===== src/design/mrrs_pkg.sv =====
package mrrs_pkg;

    localparam int SPEED_W    = 16;
    localparam int INC_W      = 16;
    localparam int TICK_W     = 16;
    localparam int CFG_DATA_W = 16;
    localparam int CFG_IDX_W  = 3;

    // input item kinds
    localparam logic KIND_TICK = 1'b0;
    localparam logic KIND_CMD  = 1'b1;

    typedef enum logic [1:0] {
        DIR_NONE = 2'd0,
        DIR_FWD  = 2'd1,
        DIR_REV  = 2'd2
    } dir_t;

    typedef enum logic [1:0] {
        ST_OK    = 2'd0,
        ST_BUSY  = 2'd1,
        ST_RANGE = 2'd2,
        ST_SAME  = 2'd3
    } status_t;

    typedef enum logic [2:0] {
        PH_IDLE     = 3'd0,
        PH_DOWN_ON  = 3'd1,
        PH_DOWN_OFF = 3'd2,
        PH_DWELL    = 3'd3,
        PH_UP_ON    = 3'd4,
        PH_UP_OFF   = 3'd5
    } phase_t;

    // register indexes
    localparam logic [CFG_IDX_W-1:0] REG_STEP_NORMAL  = 3'd0;
    localparam logic [CFG_IDX_W-1:0] REG_STEP_REVERSE = 3'd1;
    localparam logic [CFG_IDX_W-1:0] REG_HALF_STEP    = 3'd2;
    localparam logic [CFG_IDX_W-1:0] REG_DWELL        = 3'd3;
    localparam logic [CFG_IDX_W-1:0] REG_MAX_SPEED    = 3'd4;

    localparam logic [CFG_DATA_W-1:0] RST_STEP_NORMAL  = 16'd200;
    localparam logic [CFG_DATA_W-1:0] RST_STEP_REVERSE = 16'd500;
    localparam logic [CFG_DATA_W-1:0] RST_HALF_STEP    = 16'd25;
    localparam logic [CFG_DATA_W-1:0] RST_DWELL        = 16'd200;
    localparam logic [CFG_DATA_W-1:0] RST_MAX_SPEED    = 16'd65000;

    typedef struct packed {
        logic [INC_W-1:0]   step_normal;
        logic [INC_W-1:0]   step_reverse_brake;
        logic [TICK_W-1:0]  half_step_ticks;
        logic [TICK_W-1:0]  dwell_ticks;
        logic [SPEED_W-1:0] max_speed;
    } cfg_t;

    typedef struct packed {
        logic               kind;
        logic [1:0]         direction_code;
        logic               speed_valid;
        logic [SPEED_W-1:0] speed;
    } item_t;

    typedef struct packed {
        logic [SPEED_W-1:0] pwm_level;
        logic               drive_forward;
        logic               drive_reverse;
        logic               led;
        logic               busy_res;
        status_t            status;
    } res_t;

endpackage


===== src/design/mrrs_in_if.sv =====
interface mrrs_in_if;
    logic        valid;
    logic        ready;
    logic        kind;
    logic [1:0]  direction_code;
    logic        speed_valid;
    logic [15:0] speed;

    modport source (output valid, kind, direction_code, speed_valid, speed, input ready);
    modport sink (input valid, kind, direction_code, speed_valid, speed, output ready);
endinterface


===== src/design/mrrs_out_if.sv =====
interface mrrs_out_if;
    logic        valid;
    logic        ready;
    logic [15:0] pwm_level;
    logic        drive_forward;
    logic        drive_reverse;
    logic        led;
    logic        busy_res;
    logic [1:0]  status;

    modport source (
        output valid, pwm_level, drive_forward, drive_reverse, led, busy_res, status,
        input ready
    );
    modport sink (
        input valid, pwm_level, drive_forward, drive_reverse, led, busy_res, status,
        output ready
    );
endinterface


===== src/design/mrrs_cfg_if.sv =====
interface mrrs_cfg_if;
    logic        valid;
    logic        ready;
    logic [2:0]  index;
    logic [15:0] data;

    modport source (output valid, index, data, input ready);
    modport sink (input valid, index, data, output ready);
endinterface


===== src/design/motor_reversal_ramp_sequencer.sv =====
// Soft-start H-bridge sequencer. Each beat on cmd is either a one-millisecond
// tick (kind 0) or a command (kind 1) asking for a direction change, a new
// speed, or both; every beat yields exactly one result beat on res showing
// the PWM level, bridge pins, LED and busy flag after that beat, plus a
// status (ok, refused busy, speed out of range, direction unchanged). The
// block takes one beat per clock while cmd.ready is high. The whole update
// is a single pass of compare/add logic from the state registers into the
// result register, shown on res after earlier results. A two-entry result
// buffer keeps cmd ready while one result waits to be taken; cmd.ready
// drops only when two results are unread. Commands that arrive while a
// ramp or dwell is running are refused, not queued. Registers on cfg
// (always ready) should be written only while the block is idle.
module motor_reversal_ramp_sequencer #(
    parameter int LEVEL_WIDTH = 16
) (
    input  logic        clk,
    input  logic        rst_n,
    mrrs_in_if.sink     cmd,
    mrrs_out_if.source  res,
    mrrs_cfg_if.sink    cfg
);

    mrrs_pkg::cfg_t  regs;
    mrrs_pkg::item_t item;
    mrrs_pkg::res_t  result;
    logic            accept;
    logic            buf_ready;

    // beat handshake on the command side
    assign cmd.ready = buf_ready;
    assign accept    = cmd.valid & buf_ready;

    assign item.kind           = cmd.kind;
    assign item.direction_code = cmd.direction_code;
    assign item.speed_valid    = cmd.speed_valid;
    assign item.speed          = cmd.speed;

    // step sizes, LED half period, dwell and speed limit
    mrrs_cfg_regs u_cfg (
        .clk   (clk),
        .rst_n (rst_n),
        .cfg   (cfg),
        .regs  (regs)
    );

    // ramp/dwell phase machine; result is the post-beat view
    mrrs_core #(
        .LEVEL_WIDTH (LEVEL_WIDTH)
    ) u_core (
        .clk    (clk),
        .rst_n  (rst_n),
        .accept (accept),
        .item   (item),
        .cfg    (regs),
        .result (result)
    );

    // result register plus skid entry
    mrrs_skid u_skid (
        .clk   (clk),
        .rst_n (rst_n),
        .load  (accept),
        .din   (result),
        .ready (buf_ready),
        .res   (res)
    );

endmodule


===== src/design/mrrs_cfg_regs.sv =====
module mrrs_cfg_regs (
    input  logic          clk,
    input  logic          rst_n,
    mrrs_cfg_if.sink      cfg,
    output mrrs_pkg::cfg_t regs
);

    mrrs_pkg::cfg_t regs_reg;
    mrrs_pkg::cfg_t regs_next;

    assign cfg.ready = 1'b1;
    assign regs      = regs_reg;

    always_comb
    begin
        regs_next = regs_reg;
        if (cfg.valid)
        begin
            unique case (cfg.index)
                mrrs_pkg::REG_STEP_NORMAL:  regs_next.step_normal        = cfg.data;
                mrrs_pkg::REG_STEP_REVERSE: regs_next.step_reverse_brake = cfg.data;
                mrrs_pkg::REG_HALF_STEP:    regs_next.half_step_ticks    = cfg.data;
                mrrs_pkg::REG_DWELL:        regs_next.dwell_ticks        = cfg.data;
                mrrs_pkg::REG_MAX_SPEED:    regs_next.max_speed          = cfg.data;
                default:                    regs_next = regs_reg;
            endcase
        end
    end

    always_ff @(posedge clk or negedge rst_n)
    begin
        if (!rst_n)
        begin
            regs_reg.step_normal        <= mrrs_pkg::RST_STEP_NORMAL;
            regs_reg.step_reverse_brake <= mrrs_pkg::RST_STEP_REVERSE;
            regs_reg.half_step_ticks    <= mrrs_pkg::RST_HALF_STEP;
            regs_reg.dwell_ticks        <= mrrs_pkg::RST_DWELL;
            regs_reg.max_speed          <= mrrs_pkg::RST_MAX_SPEED;
        end
        else
        begin
            regs_reg <= regs_next;
        end
    end

endmodule


===== src/design/mrrs_core.sv =====
module mrrs_core #(
    parameter int LEVEL_WIDTH = 16
) (
    input  logic           clk,
    input  logic           rst_n,
    input  logic           accept,
    input  mrrs_pkg::item_t item,
    input  mrrs_pkg::cfg_t  cfg,
    output mrrs_pkg::res_t  result
);

    localparam int CW = mrrs_pkg::INC_W;
    localparam logic [mrrs_pkg::SPEED_W-1:0] LEVEL_MAX =
        mrrs_pkg::SPEED_W'((32'd1 << LEVEL_WIDTH) - 32'd1);

    typedef struct packed {
        logic [LEVEL_WIDTH-1:0]        level;
        logic [LEVEL_WIDTH-1:0]        saved_level;
        logic [LEVEL_WIDTH-1:0]        ramp_target;
        logic [LEVEL_WIDTH-1:0]        pending_speed;
        logic [mrrs_pkg::INC_W-1:0]    ramp_increment;
        logic [mrrs_pkg::TICK_W-1:0]   tick_count;
        mrrs_pkg::phase_t              phase;
        logic                          reversed;
        logic                          pending_flag;
        logic                          led;
    } core_st_t;

    core_st_t st_reg;
    core_st_t st_next;
    core_st_t pre;
    core_st_t post;
    logic     call_step;
    logic [mrrs_pkg::TICK_W-1:0] tick_inc;
    logic [mrrs_pkg::TICK_W-1:0] half;
    logic [mrrs_pkg::TICK_W-1:0] dwell;
    mrrs_pkg::status_t status;
    logic     change;

    function automatic logic [15:0] at_least_one(logic [15:0] v);
        return (v == 16'd0) ? 16'd1 : v;
    endfunction

    // one clamped move of cur toward tgt
    function automatic logic [LEVEL_WIDTH-1:0] step_toward(
        logic [LEVEL_WIDTH-1:0] cur,
        logic [LEVEL_WIDTH-1:0] tgt,
        logic [CW-1:0]          inc
    );
        logic [LEVEL_WIDTH-1:0] diff;
        logic [LEVEL_WIDTH-1:0] r;
        if (tgt > cur)
        begin
            diff = tgt - cur;
            r = (CW'(diff) >= inc) ? cur + LEVEL_WIDTH'(inc) : tgt;
        end
        else
        begin
            diff = cur - tgt;
            r = (CW'(diff) >= inc) ? cur - LEVEL_WIDTH'(inc) : tgt;
        end
        return r;
    endfunction

    // Take the next ramp step or close out the phase. A pending speed can
    // retarget once, so two passes cover every case.
    function automatic core_st_t next_step(core_st_t s, logic [CW-1:0] step_normal);
        logic done;
        done = 1'b0;
        for (int pass = 0; pass < 2; pass++)
        begin
            if (!done)
            begin
                if (s.level != s.ramp_target)
                begin
                    s.level      = step_toward(s.level, s.ramp_target,
                                               at_least_one(s.ramp_increment));
                    s.led        = 1'b1;
                    s.tick_count = '0;
                    s.phase      = (s.phase == mrrs_pkg::PH_DOWN_OFF) ?
                                   mrrs_pkg::PH_DOWN_ON : mrrs_pkg::PH_UP_ON;
                    done         = 1'b1;
                end
                else if (s.phase == mrrs_pkg::PH_DOWN_OFF)
                begin
                    // at zero: swap bridge pins, start dwell
                    s.reversed   = ~s.reversed;
                    s.led        = 1'b1;
                    s.tick_count = '0;
                    s.phase      = mrrs_pkg::PH_DWELL;
                    done         = 1'b1;
                end
                else if (s.pending_flag)
                begin
                    s.pending_flag   = 1'b0;
                    s.ramp_target    = s.pending_speed;
                    s.saved_level    = s.pending_speed;
                    s.ramp_increment = step_normal;
                end
                else
                begin
                    s.phase = mrrs_pkg::PH_IDLE;
                    done    = 1'b1;
                end
            end
        end
        return s;
    endfunction

    always_comb
    begin
        pre       = st_reg;
        call_step = 1'b0;
        change    = 1'b0;
        status    = mrrs_pkg::ST_OK;
        tick_inc  = st_reg.tick_count + 16'd1;
        half      = at_least_one(cfg.half_step_ticks);
        dwell     = at_least_one(cfg.dwell_ticks);

        if (item.kind == mrrs_pkg::KIND_TICK)
        begin
            unique case (st_reg.phase) inside
                mrrs_pkg::PH_DOWN_ON, mrrs_pkg::PH_UP_ON:
                begin
                    pre.tick_count = tick_inc;
                    if (tick_inc >= half)
                    begin
                        pre.led        = 1'b0;
                        pre.tick_count = '0;
                        pre.phase      = (st_reg.phase == mrrs_pkg::PH_DOWN_ON) ?
                                         mrrs_pkg::PH_DOWN_OFF : mrrs_pkg::PH_UP_OFF;
                    end
                end
                mrrs_pkg::PH_DOWN_OFF, mrrs_pkg::PH_UP_OFF:
                begin
                    pre.tick_count = tick_inc;
                    call_step      = (tick_inc >= half);
                end
                mrrs_pkg::PH_DWELL:
                begin
                    pre.tick_count = tick_inc;
                    if (tick_inc >= dwell)
                    begin
                        pre.ramp_target    = st_reg.saved_level;
                        pre.ramp_increment = cfg.step_normal;
                        pre.phase          = mrrs_pkg::PH_UP_OFF;
                        call_step          = 1'b1;
                    end
                end
                default: pre.phase = mrrs_pkg::PH_IDLE;
            endcase
        end
        else if (st_reg.phase != mrrs_pkg::PH_IDLE)
        begin
            status = mrrs_pkg::ST_BUSY;
        end
        else
        begin
            unique case (item.direction_code)
                mrrs_pkg::DIR_FWD:
                begin
                    if (st_reg.reversed) change = 1'b1;
                    else                 status = mrrs_pkg::ST_SAME;
                end
                mrrs_pkg::DIR_REV:
                begin
                    if (!st_reg.reversed) change = 1'b1;
                    else                  status = mrrs_pkg::ST_SAME;
                end
                default: change = 1'b0;
            endcase

            if (item.speed_valid)
            begin
                if ((item.speed > cfg.max_speed) || (item.speed > LEVEL_MAX))
                begin
                    status = mrrs_pkg::ST_RANGE;
                end
                else
                begin
                    pre.pending_speed = item.speed[LEVEL_WIDTH-1:0];
                    pre.pending_flag  = 1'b1;
                end
            end

            if (change)
            begin
                pre.ramp_target    = '0;
                pre.ramp_increment =
                    (item.direction_code == mrrs_pkg::DIR_REV) ?
                    cfg.step_reverse_brake : cfg.step_normal;
                pre.phase          = mrrs_pkg::PH_DOWN_OFF;
                call_step          = 1'b1;
            end
            else if (pre.pending_flag)
            begin
                pre.ramp_target = st_reg.level;
                pre.phase       = mrrs_pkg::PH_UP_OFF;
                call_step       = 1'b1;
            end
        end

        post    = call_step ? next_step(pre, cfg.step_normal) : pre;
        st_next = accept ? post : st_reg;

        result.pwm_level     = mrrs_pkg::SPEED_W'(post.level);
        result.drive_forward = ~post.reversed;
        result.drive_reverse = post.reversed;
        result.led           = post.led;
        result.busy_res      = (post.phase != mrrs_pkg::PH_IDLE);
        result.status        = status;
    end

    always_ff @(posedge clk or negedge rst_n)
    begin
        if (!rst_n)
        begin
            st_reg <= '0;
        end
        else
        begin
            st_reg <= st_next;
        end
    end

endmodule


===== src/design/mrrs_skid.sv =====
module mrrs_skid (
    input  logic           clk,
    input  logic           rst_n,
    input  logic           load,
    input  mrrs_pkg::res_t din,
    output logic           ready,
    mrrs_out_if.source     res
);

    mrrs_pkg::res_t main_reg;
    mrrs_pkg::res_t main_next;
    mrrs_pkg::res_t skid_reg;
    mrrs_pkg::res_t skid_next;
    logic           main_valid_reg;
    logic           main_valid_next;
    logic           skid_valid_reg;
    logic           skid_valid_next;
    logic           out_fire;

    assign ready    = ~skid_valid_reg;
    assign out_fire = main_valid_reg & res.ready;

    assign res.valid         = main_valid_reg;
    assign res.pwm_level     = main_reg.pwm_level;
    assign res.drive_forward = main_reg.drive_forward;
    assign res.drive_reverse = main_reg.drive_reverse;
    assign res.led           = main_reg.led;
    assign res.busy_res      = main_reg.busy_res;
    assign res.status        = main_reg.status;

    always_comb
    begin
        main_next       = main_reg;
        skid_next       = skid_reg;
        main_valid_next = main_valid_reg;
        skid_valid_next = skid_valid_reg;

        if (out_fire)
        begin
            if (skid_valid_reg)
            begin
                main_next       = skid_reg;
                skid_valid_next = 1'b0;
            end
            else
            begin
                main_valid_next = 1'b0;
            end
        end

        if (load)
        begin
            if (!main_valid_next)
            begin
                main_next       = din;
                main_valid_next = 1'b1;
            end
            else
            begin
                skid_next       = din;
                skid_valid_next = 1'b1;
            end
        end
    end

    always_ff @(posedge clk or negedge rst_n)
    begin
        if (!rst_n)
        begin
            main_valid_reg <= 1'b0;
            skid_valid_reg <= 1'b0;
        end
        else
        begin
            main_valid_reg <= main_valid_next;
            skid_valid_reg <= skid_valid_next;
        end
    end

    always_ff @(posedge clk)
    begin
        main_reg <= main_next;
        skid_reg <= skid_next;
    end

endmodule


===== src/flat_wrapper.sv =====
// flat-port wrapper written by rule: the top's interface ports become plain ports
module motor_reversal_ramp_sequencer_flat 
#(
    parameter int LEVEL_WIDTH = 16
)
  (clk, rst_n, cmd_valid, cmd_kind, cmd_direction_code, cmd_speed_valid, cmd_speed, cmd_ready, res_valid, res_pwm_level, res_drive_forward, res_drive_reverse, res_led, res_busy_res, res_status, res_ready, cfg_valid, cfg_index, cfg_data, cfg_ready);
  mrrs_in_if cmd_i ();
  mrrs_out_if res_i ();
  mrrs_cfg_if cfg_i ();
  input  logic clk;
  input  logic rst_n;
  input wire logic [$bits(cmd_i.valid)-1:0] cmd_valid;
  input wire logic [$bits(cmd_i.kind)-1:0] cmd_kind;
  input wire logic [$bits(cmd_i.direction_code)-1:0] cmd_direction_code;
  input wire logic [$bits(cmd_i.speed_valid)-1:0] cmd_speed_valid;
  input wire logic [$bits(cmd_i.speed)-1:0] cmd_speed;
  output wire logic [$bits(cmd_i.ready)-1:0] cmd_ready;
  output wire logic [$bits(res_i.valid)-1:0] res_valid;
  output wire logic [$bits(res_i.pwm_level)-1:0] res_pwm_level;
  output wire logic [$bits(res_i.drive_forward)-1:0] res_drive_forward;
  output wire logic [$bits(res_i.drive_reverse)-1:0] res_drive_reverse;
  output wire logic [$bits(res_i.led)-1:0] res_led;
  output wire logic [$bits(res_i.busy_res)-1:0] res_busy_res;
  output wire logic [$bits(res_i.status)-1:0] res_status;
  input wire logic [$bits(res_i.ready)-1:0] res_ready;
  input wire logic [$bits(cfg_i.valid)-1:0] cfg_valid;
  input wire logic [$bits(cfg_i.index)-1:0] cfg_index;
  input wire logic [$bits(cfg_i.data)-1:0] cfg_data;
  output wire logic [$bits(cfg_i.ready)-1:0] cfg_ready;
  assign cmd_i.valid = cmd_valid;
  assign cmd_i.kind = cmd_kind;
  assign cmd_i.direction_code = cmd_direction_code;
  assign cmd_i.speed_valid = cmd_speed_valid;
  assign cmd_i.speed = cmd_speed;
  assign cmd_ready = cmd_i.ready;
  assign res_valid = res_i.valid;
  assign res_pwm_level = res_i.pwm_level;
  assign res_drive_forward = res_i.drive_forward;
  assign res_drive_reverse = res_i.drive_reverse;
  assign res_led = res_i.led;
  assign res_busy_res = res_i.busy_res;
  assign res_status = res_i.status;
  assign res_i.ready = res_ready;
  assign cfg_i.valid = cfg_valid;
  assign cfg_i.index = cfg_index;
  assign cfg_i.data = cfg_data;
  assign cfg_ready = cfg_i.ready;
  motor_reversal_ramp_sequencer #(.LEVEL_WIDTH(LEVEL_WIDTH)) u_core (.clk(clk), .rst_n(rst_n), .cmd(cmd_i), .res(res_i), .cfg(cfg_i));
endmodule

===== config.mk =====
export PLATFORM = sky130hd
export DESIGN_NAME = motor_reversal_ramp_sequencer_flat
export DESIGN_NICKNAME = d
export VERILOG_FILES = /design/src/design/mrrs_pkg.sv /design/src/design/mrrs_in_if.sv /design/src/design/mrrs_out_if.sv /design/src/design/mrrs_cfg_if.sv /design/src/design/motor_reversal_ramp_sequencer.sv /design/src/design/mrrs_cfg_regs.sv /design/src/design/mrrs_core.sv /design/src/design/mrrs_skid.sv /design/src/flat_wrapper.sv
export SDC_FILE = /design/constraint.sdc
export NUM_CORES = 1
export LEC_CHECK = 0
export BUFFER_PORTS_ARGS = -buffer_cell sky130_fd_sc_hd__buf_2
export CORE_UTILIZATION = 48
export DETAILED_ROUTE_END_ITERATION = 8
export GPL_TIMING_DRIVEN = 0
export PLACE_DENSITY_LB_ADDON = 0.12
export SLEW_MARGIN = 20
export SYNTH_ARGS = -nofsm -noshare
export SYNTH_HDL_FRONTEND = slang
export SYNTH_SLANG_ARGS = --single-unit

===== constraint.sdc =====
create_clock -name clk -period 38.1 [get_ports clk]
set_clock_uncertainty 0.05 [all_clocks]
set_input_delay 9.525 -clock clk [delete_from_list [all_inputs] [get_ports clk]]
set_output_delay 9.525 -clock clk [all_outputs]
set_load 0.005 [all_outputs]

==> run metrics <==
Syn. warnings 0; crit path launch type input pin; GRT Residual Overflow 0; EDFF count, synth 22; Die X-Extent 209 um; number of global-route vias before repair 18700; number of antenna cells inserted 0; achievable frequency 40.5 MHz; I/O pin cnt 69; post-synthesis mux area share 0.0980; fin nets 2852; status finished, final reports clean; number of iterations in the first detailed-routing pass 6; Die ar. 43700 sq um; drt total wl 74900 um; sequential fraction of the synthesis area 0.279; Rows 75; worst reg2reg startpoint u_core.u_core.st_reg[6]; Starting Density 0.488; Finished Core Util 0.539; largest net degree at the start of global routing 98; hold violation count in the final report 0; drt initial violations 1872; crit path capture type flip-flop; Tot GR Track Use 0.341; Rel. slew slack 0.206; CP max stage cell a21oi_1; register-to-register setup slack 19.61 ns; Skew-Pair Late Insertion Delay approximately 0.57 ns; compound-cell area share of the yosys netlist 0.237; WS Path Type input pin to flip-flop; main combinational cell family by area after synthesis compound AO/OA/AOI/OAI gates; Net Count, Synth 2752; max cap viols 0; clock sinks 228; CTS Hold Buffers Added 0; setup bufs post-CTS 0; distinct cell type count after synthesis 91; peak fanout along the critical path 10; Worst EP arrival 25.08 ns; Clock transition at path regs about 0.06 ns; Synth Area in Adders 0.150; die height 209 um; post-synthesis xor/xnor area fraction 0.0324; RSZ-0062 raised after global routing false; max reg flops 80; FF-to-FF path depth 68; GPL Wtd Cong 1.04; Hold Path End u_core.u_core.pre[80]; Post-synth ARST share 0.807; Cells on Worst Hold Path 2; Filler cells 4032; vias per cell between 6 and 7; final slew viol count 0; CP delay by family, top compound AO/OA/AOI/OAI gates; area of the mapped netlist 20600 sq um; endpoints failing setup 0; CTS tree yes; PortBufs 67; CTS max path bufs 3; cell count after placement 3077; Tmin final 24.68 ns; cells after synthesis 2467; predominant post-synthesis flop cell dfrtp_1; CP bufs+invs 5; antenna violations before repair 2; Hold/Removal Path Class flip-flop to flip-flop; Core Area 42100 sq um; worst-margin pin slew 1.16 ns; post-synthesis register bit count 228; ANT nets after route 0; total number of vias 19700; DR WL/cell 24.0 um; fin crit share 0.648; dpl cell area 21700 sq um; Area growth syn-to-layout 10.4%; Post-Layout Cell Count 3127; Crit. Startpoint cmd_speed[11]; WP data required 38.50 ns; cell mode on critical path o21ai_0; Worst Hold Launch u_core.u_core.pre[80]; Post-DP HPWL 60100 um; CTS Buf Count 27; H-Tree Depth 1; CTS Root Cell clkbuf_16; layout cell share with drive strength beyond 1 0.108; CP peak stage delay 0.84 ns; Simple-Gate Fraction of Synth Area 0.143; DRC 0; average size of a mapped cell around 8.3 sq um; first-pass GRT wire length 113000 um; R2R Path End u_core.u_skid.res.pwm_level[12]; design area 22700 sq um; final setup TNS 0 ns; Resized Gates After CTS 0
[cell usage after synthesis (41+ instances only)]
| cell | n | area share |
|---|---|---|
| nand2_1 | 265 | 0.048 |
| ha_1 | 234 | 0.14 |
| inv_1 | 205 | 0.037 |
| o21ai_0 | 198 | 0.048 |
| a21oi_1 | 184 | 0.045 |
| nor2_1 | 161 | 0.029 |
| dfrtp_1 | 158 | 0.19 |
| clkbuf_1 | 103 | 0.019 |
| mux2i_1 | 99 | 0.048 |
| mux2_2 | 89 | 0.049 |
| a21o_1 | 52 | 0.019 |
| xnor2_1 | 52 | 0.022 |
| o21ai_1 | 41 | 0.010 |
[per-layer routing]
layer | vias to the layer above | part of all wire | track usage
met1 | 9526 | 0.44 | 0.470
met5 | - | 0.00021 | 0
met4 | 4 | 0.051 | 0.156
li1 | 9046 | - | -
met3 | 189 | 0.085 | 0.0595
met2 | 964 | 0.43 | 0.518
[worst max-delay path by stage]
stage	slack [ns]	cells after the start	endpoint
final	13.42	62	u_core.u_skid.res.pwm_level[12]
after global routing	12.83	61	u_core.u_skid.skid_reg[7]
after global placement	13.48	60	u_core.u_skid.skid_reg[7]
after CTS	14.00	62	u_core.u_skid.res.pwm_level[12]
after detailed placement	13.52	62	u_core.u_skid.res.pwm_level[12]
after floorplan	17.70	58	u_core.u_skid.res.pwm_level[7]
[cell type report]
cell class / instances / area, sq um / area share
multi-input combinational: 1910 / 13600 / 0.600
clock inverter: 20 / 322 / 0.0142
tap: 539 / 674 / 0.0297
clock buffer: 30 / 707 / 0.0311
buffer: 122 / 478 / 0.0211
timing repair buffer: 71 / 393 / 0.0173
sequential: 228 / 5740 / 0.253
inverter: 207 / 777 / 0.0342
[cell usage in the layout (no fill, tap or decap), types with 10 or more instances in the layout]
cell type  count
ha_1         234
o21ai_1       48
a211oi_1      26
nor2b_1       20
a31oi_1       19
edfxtp_1      22
and3_1        14
buf_1         10
mux2i_1       96
nand2b_1      32
o31ai_1       10
mux2_2        89
clkbuf_1     104
xor2_1        24
nor3_1        27
a21o_1        52
a221o_1       18
and2_1        12
xnor2_1       52
nor4_1        12
inv_1        205
o21ai_0      191
o21a_1        31
a221oi_1      24
dfrtp_1      158
buf_2         74
nand3_1       34
clkbuf_16     27
o221ai_1      14
nor2_1       160
o21bai_1      23
dfxtp_1       22
nand2_1      265
o22ai_1       16
a22oi_1       11
nand4_1       19
dfstp_2       26
a21oi_1      181
[worst reg2reg max path, delay by kind of cell (launching register included)]
| family | cells | cell delay (ns) |
|---|---|---|
| AO/OA/AOI/OAI | 33 | 8.96 |
| adder cells (fa/ha/maj) | 7 | 2.23 |
| flip-flops | 1 | 0.49 |
| buffers and inverters | 5 | 2.36 |
| AND/OR/NAND/NOR | 18 | 3.16 |
| multiplexers | 3 | 0.67 |
| XOR/XNOR | 2 | 0.47 |
[cell families after synthesis]
group,after synthesis
muxes,189
buffers and inverters,329
DFF,228
other,1
and+or+nand+nor,641
adders and majority gates,242
xor gates and xnor gates,76
AOI/OAI and AO/OA,761
[stage by stage]
step | hold slack (ns) | setup WS [ns]
final | 0.440 | 13.42
after global routing | 0.449 | 12.83
after CTS | 0.434 | 14.00
after detailed placement | 0.420 | 13.52
after global placement | 0.409 | 13.48
after floorplan | 0.396 | 17.70
Power is not shown: default switching activity piles up to over one toggle a cycle in this logic, so the estimate is an artifact.
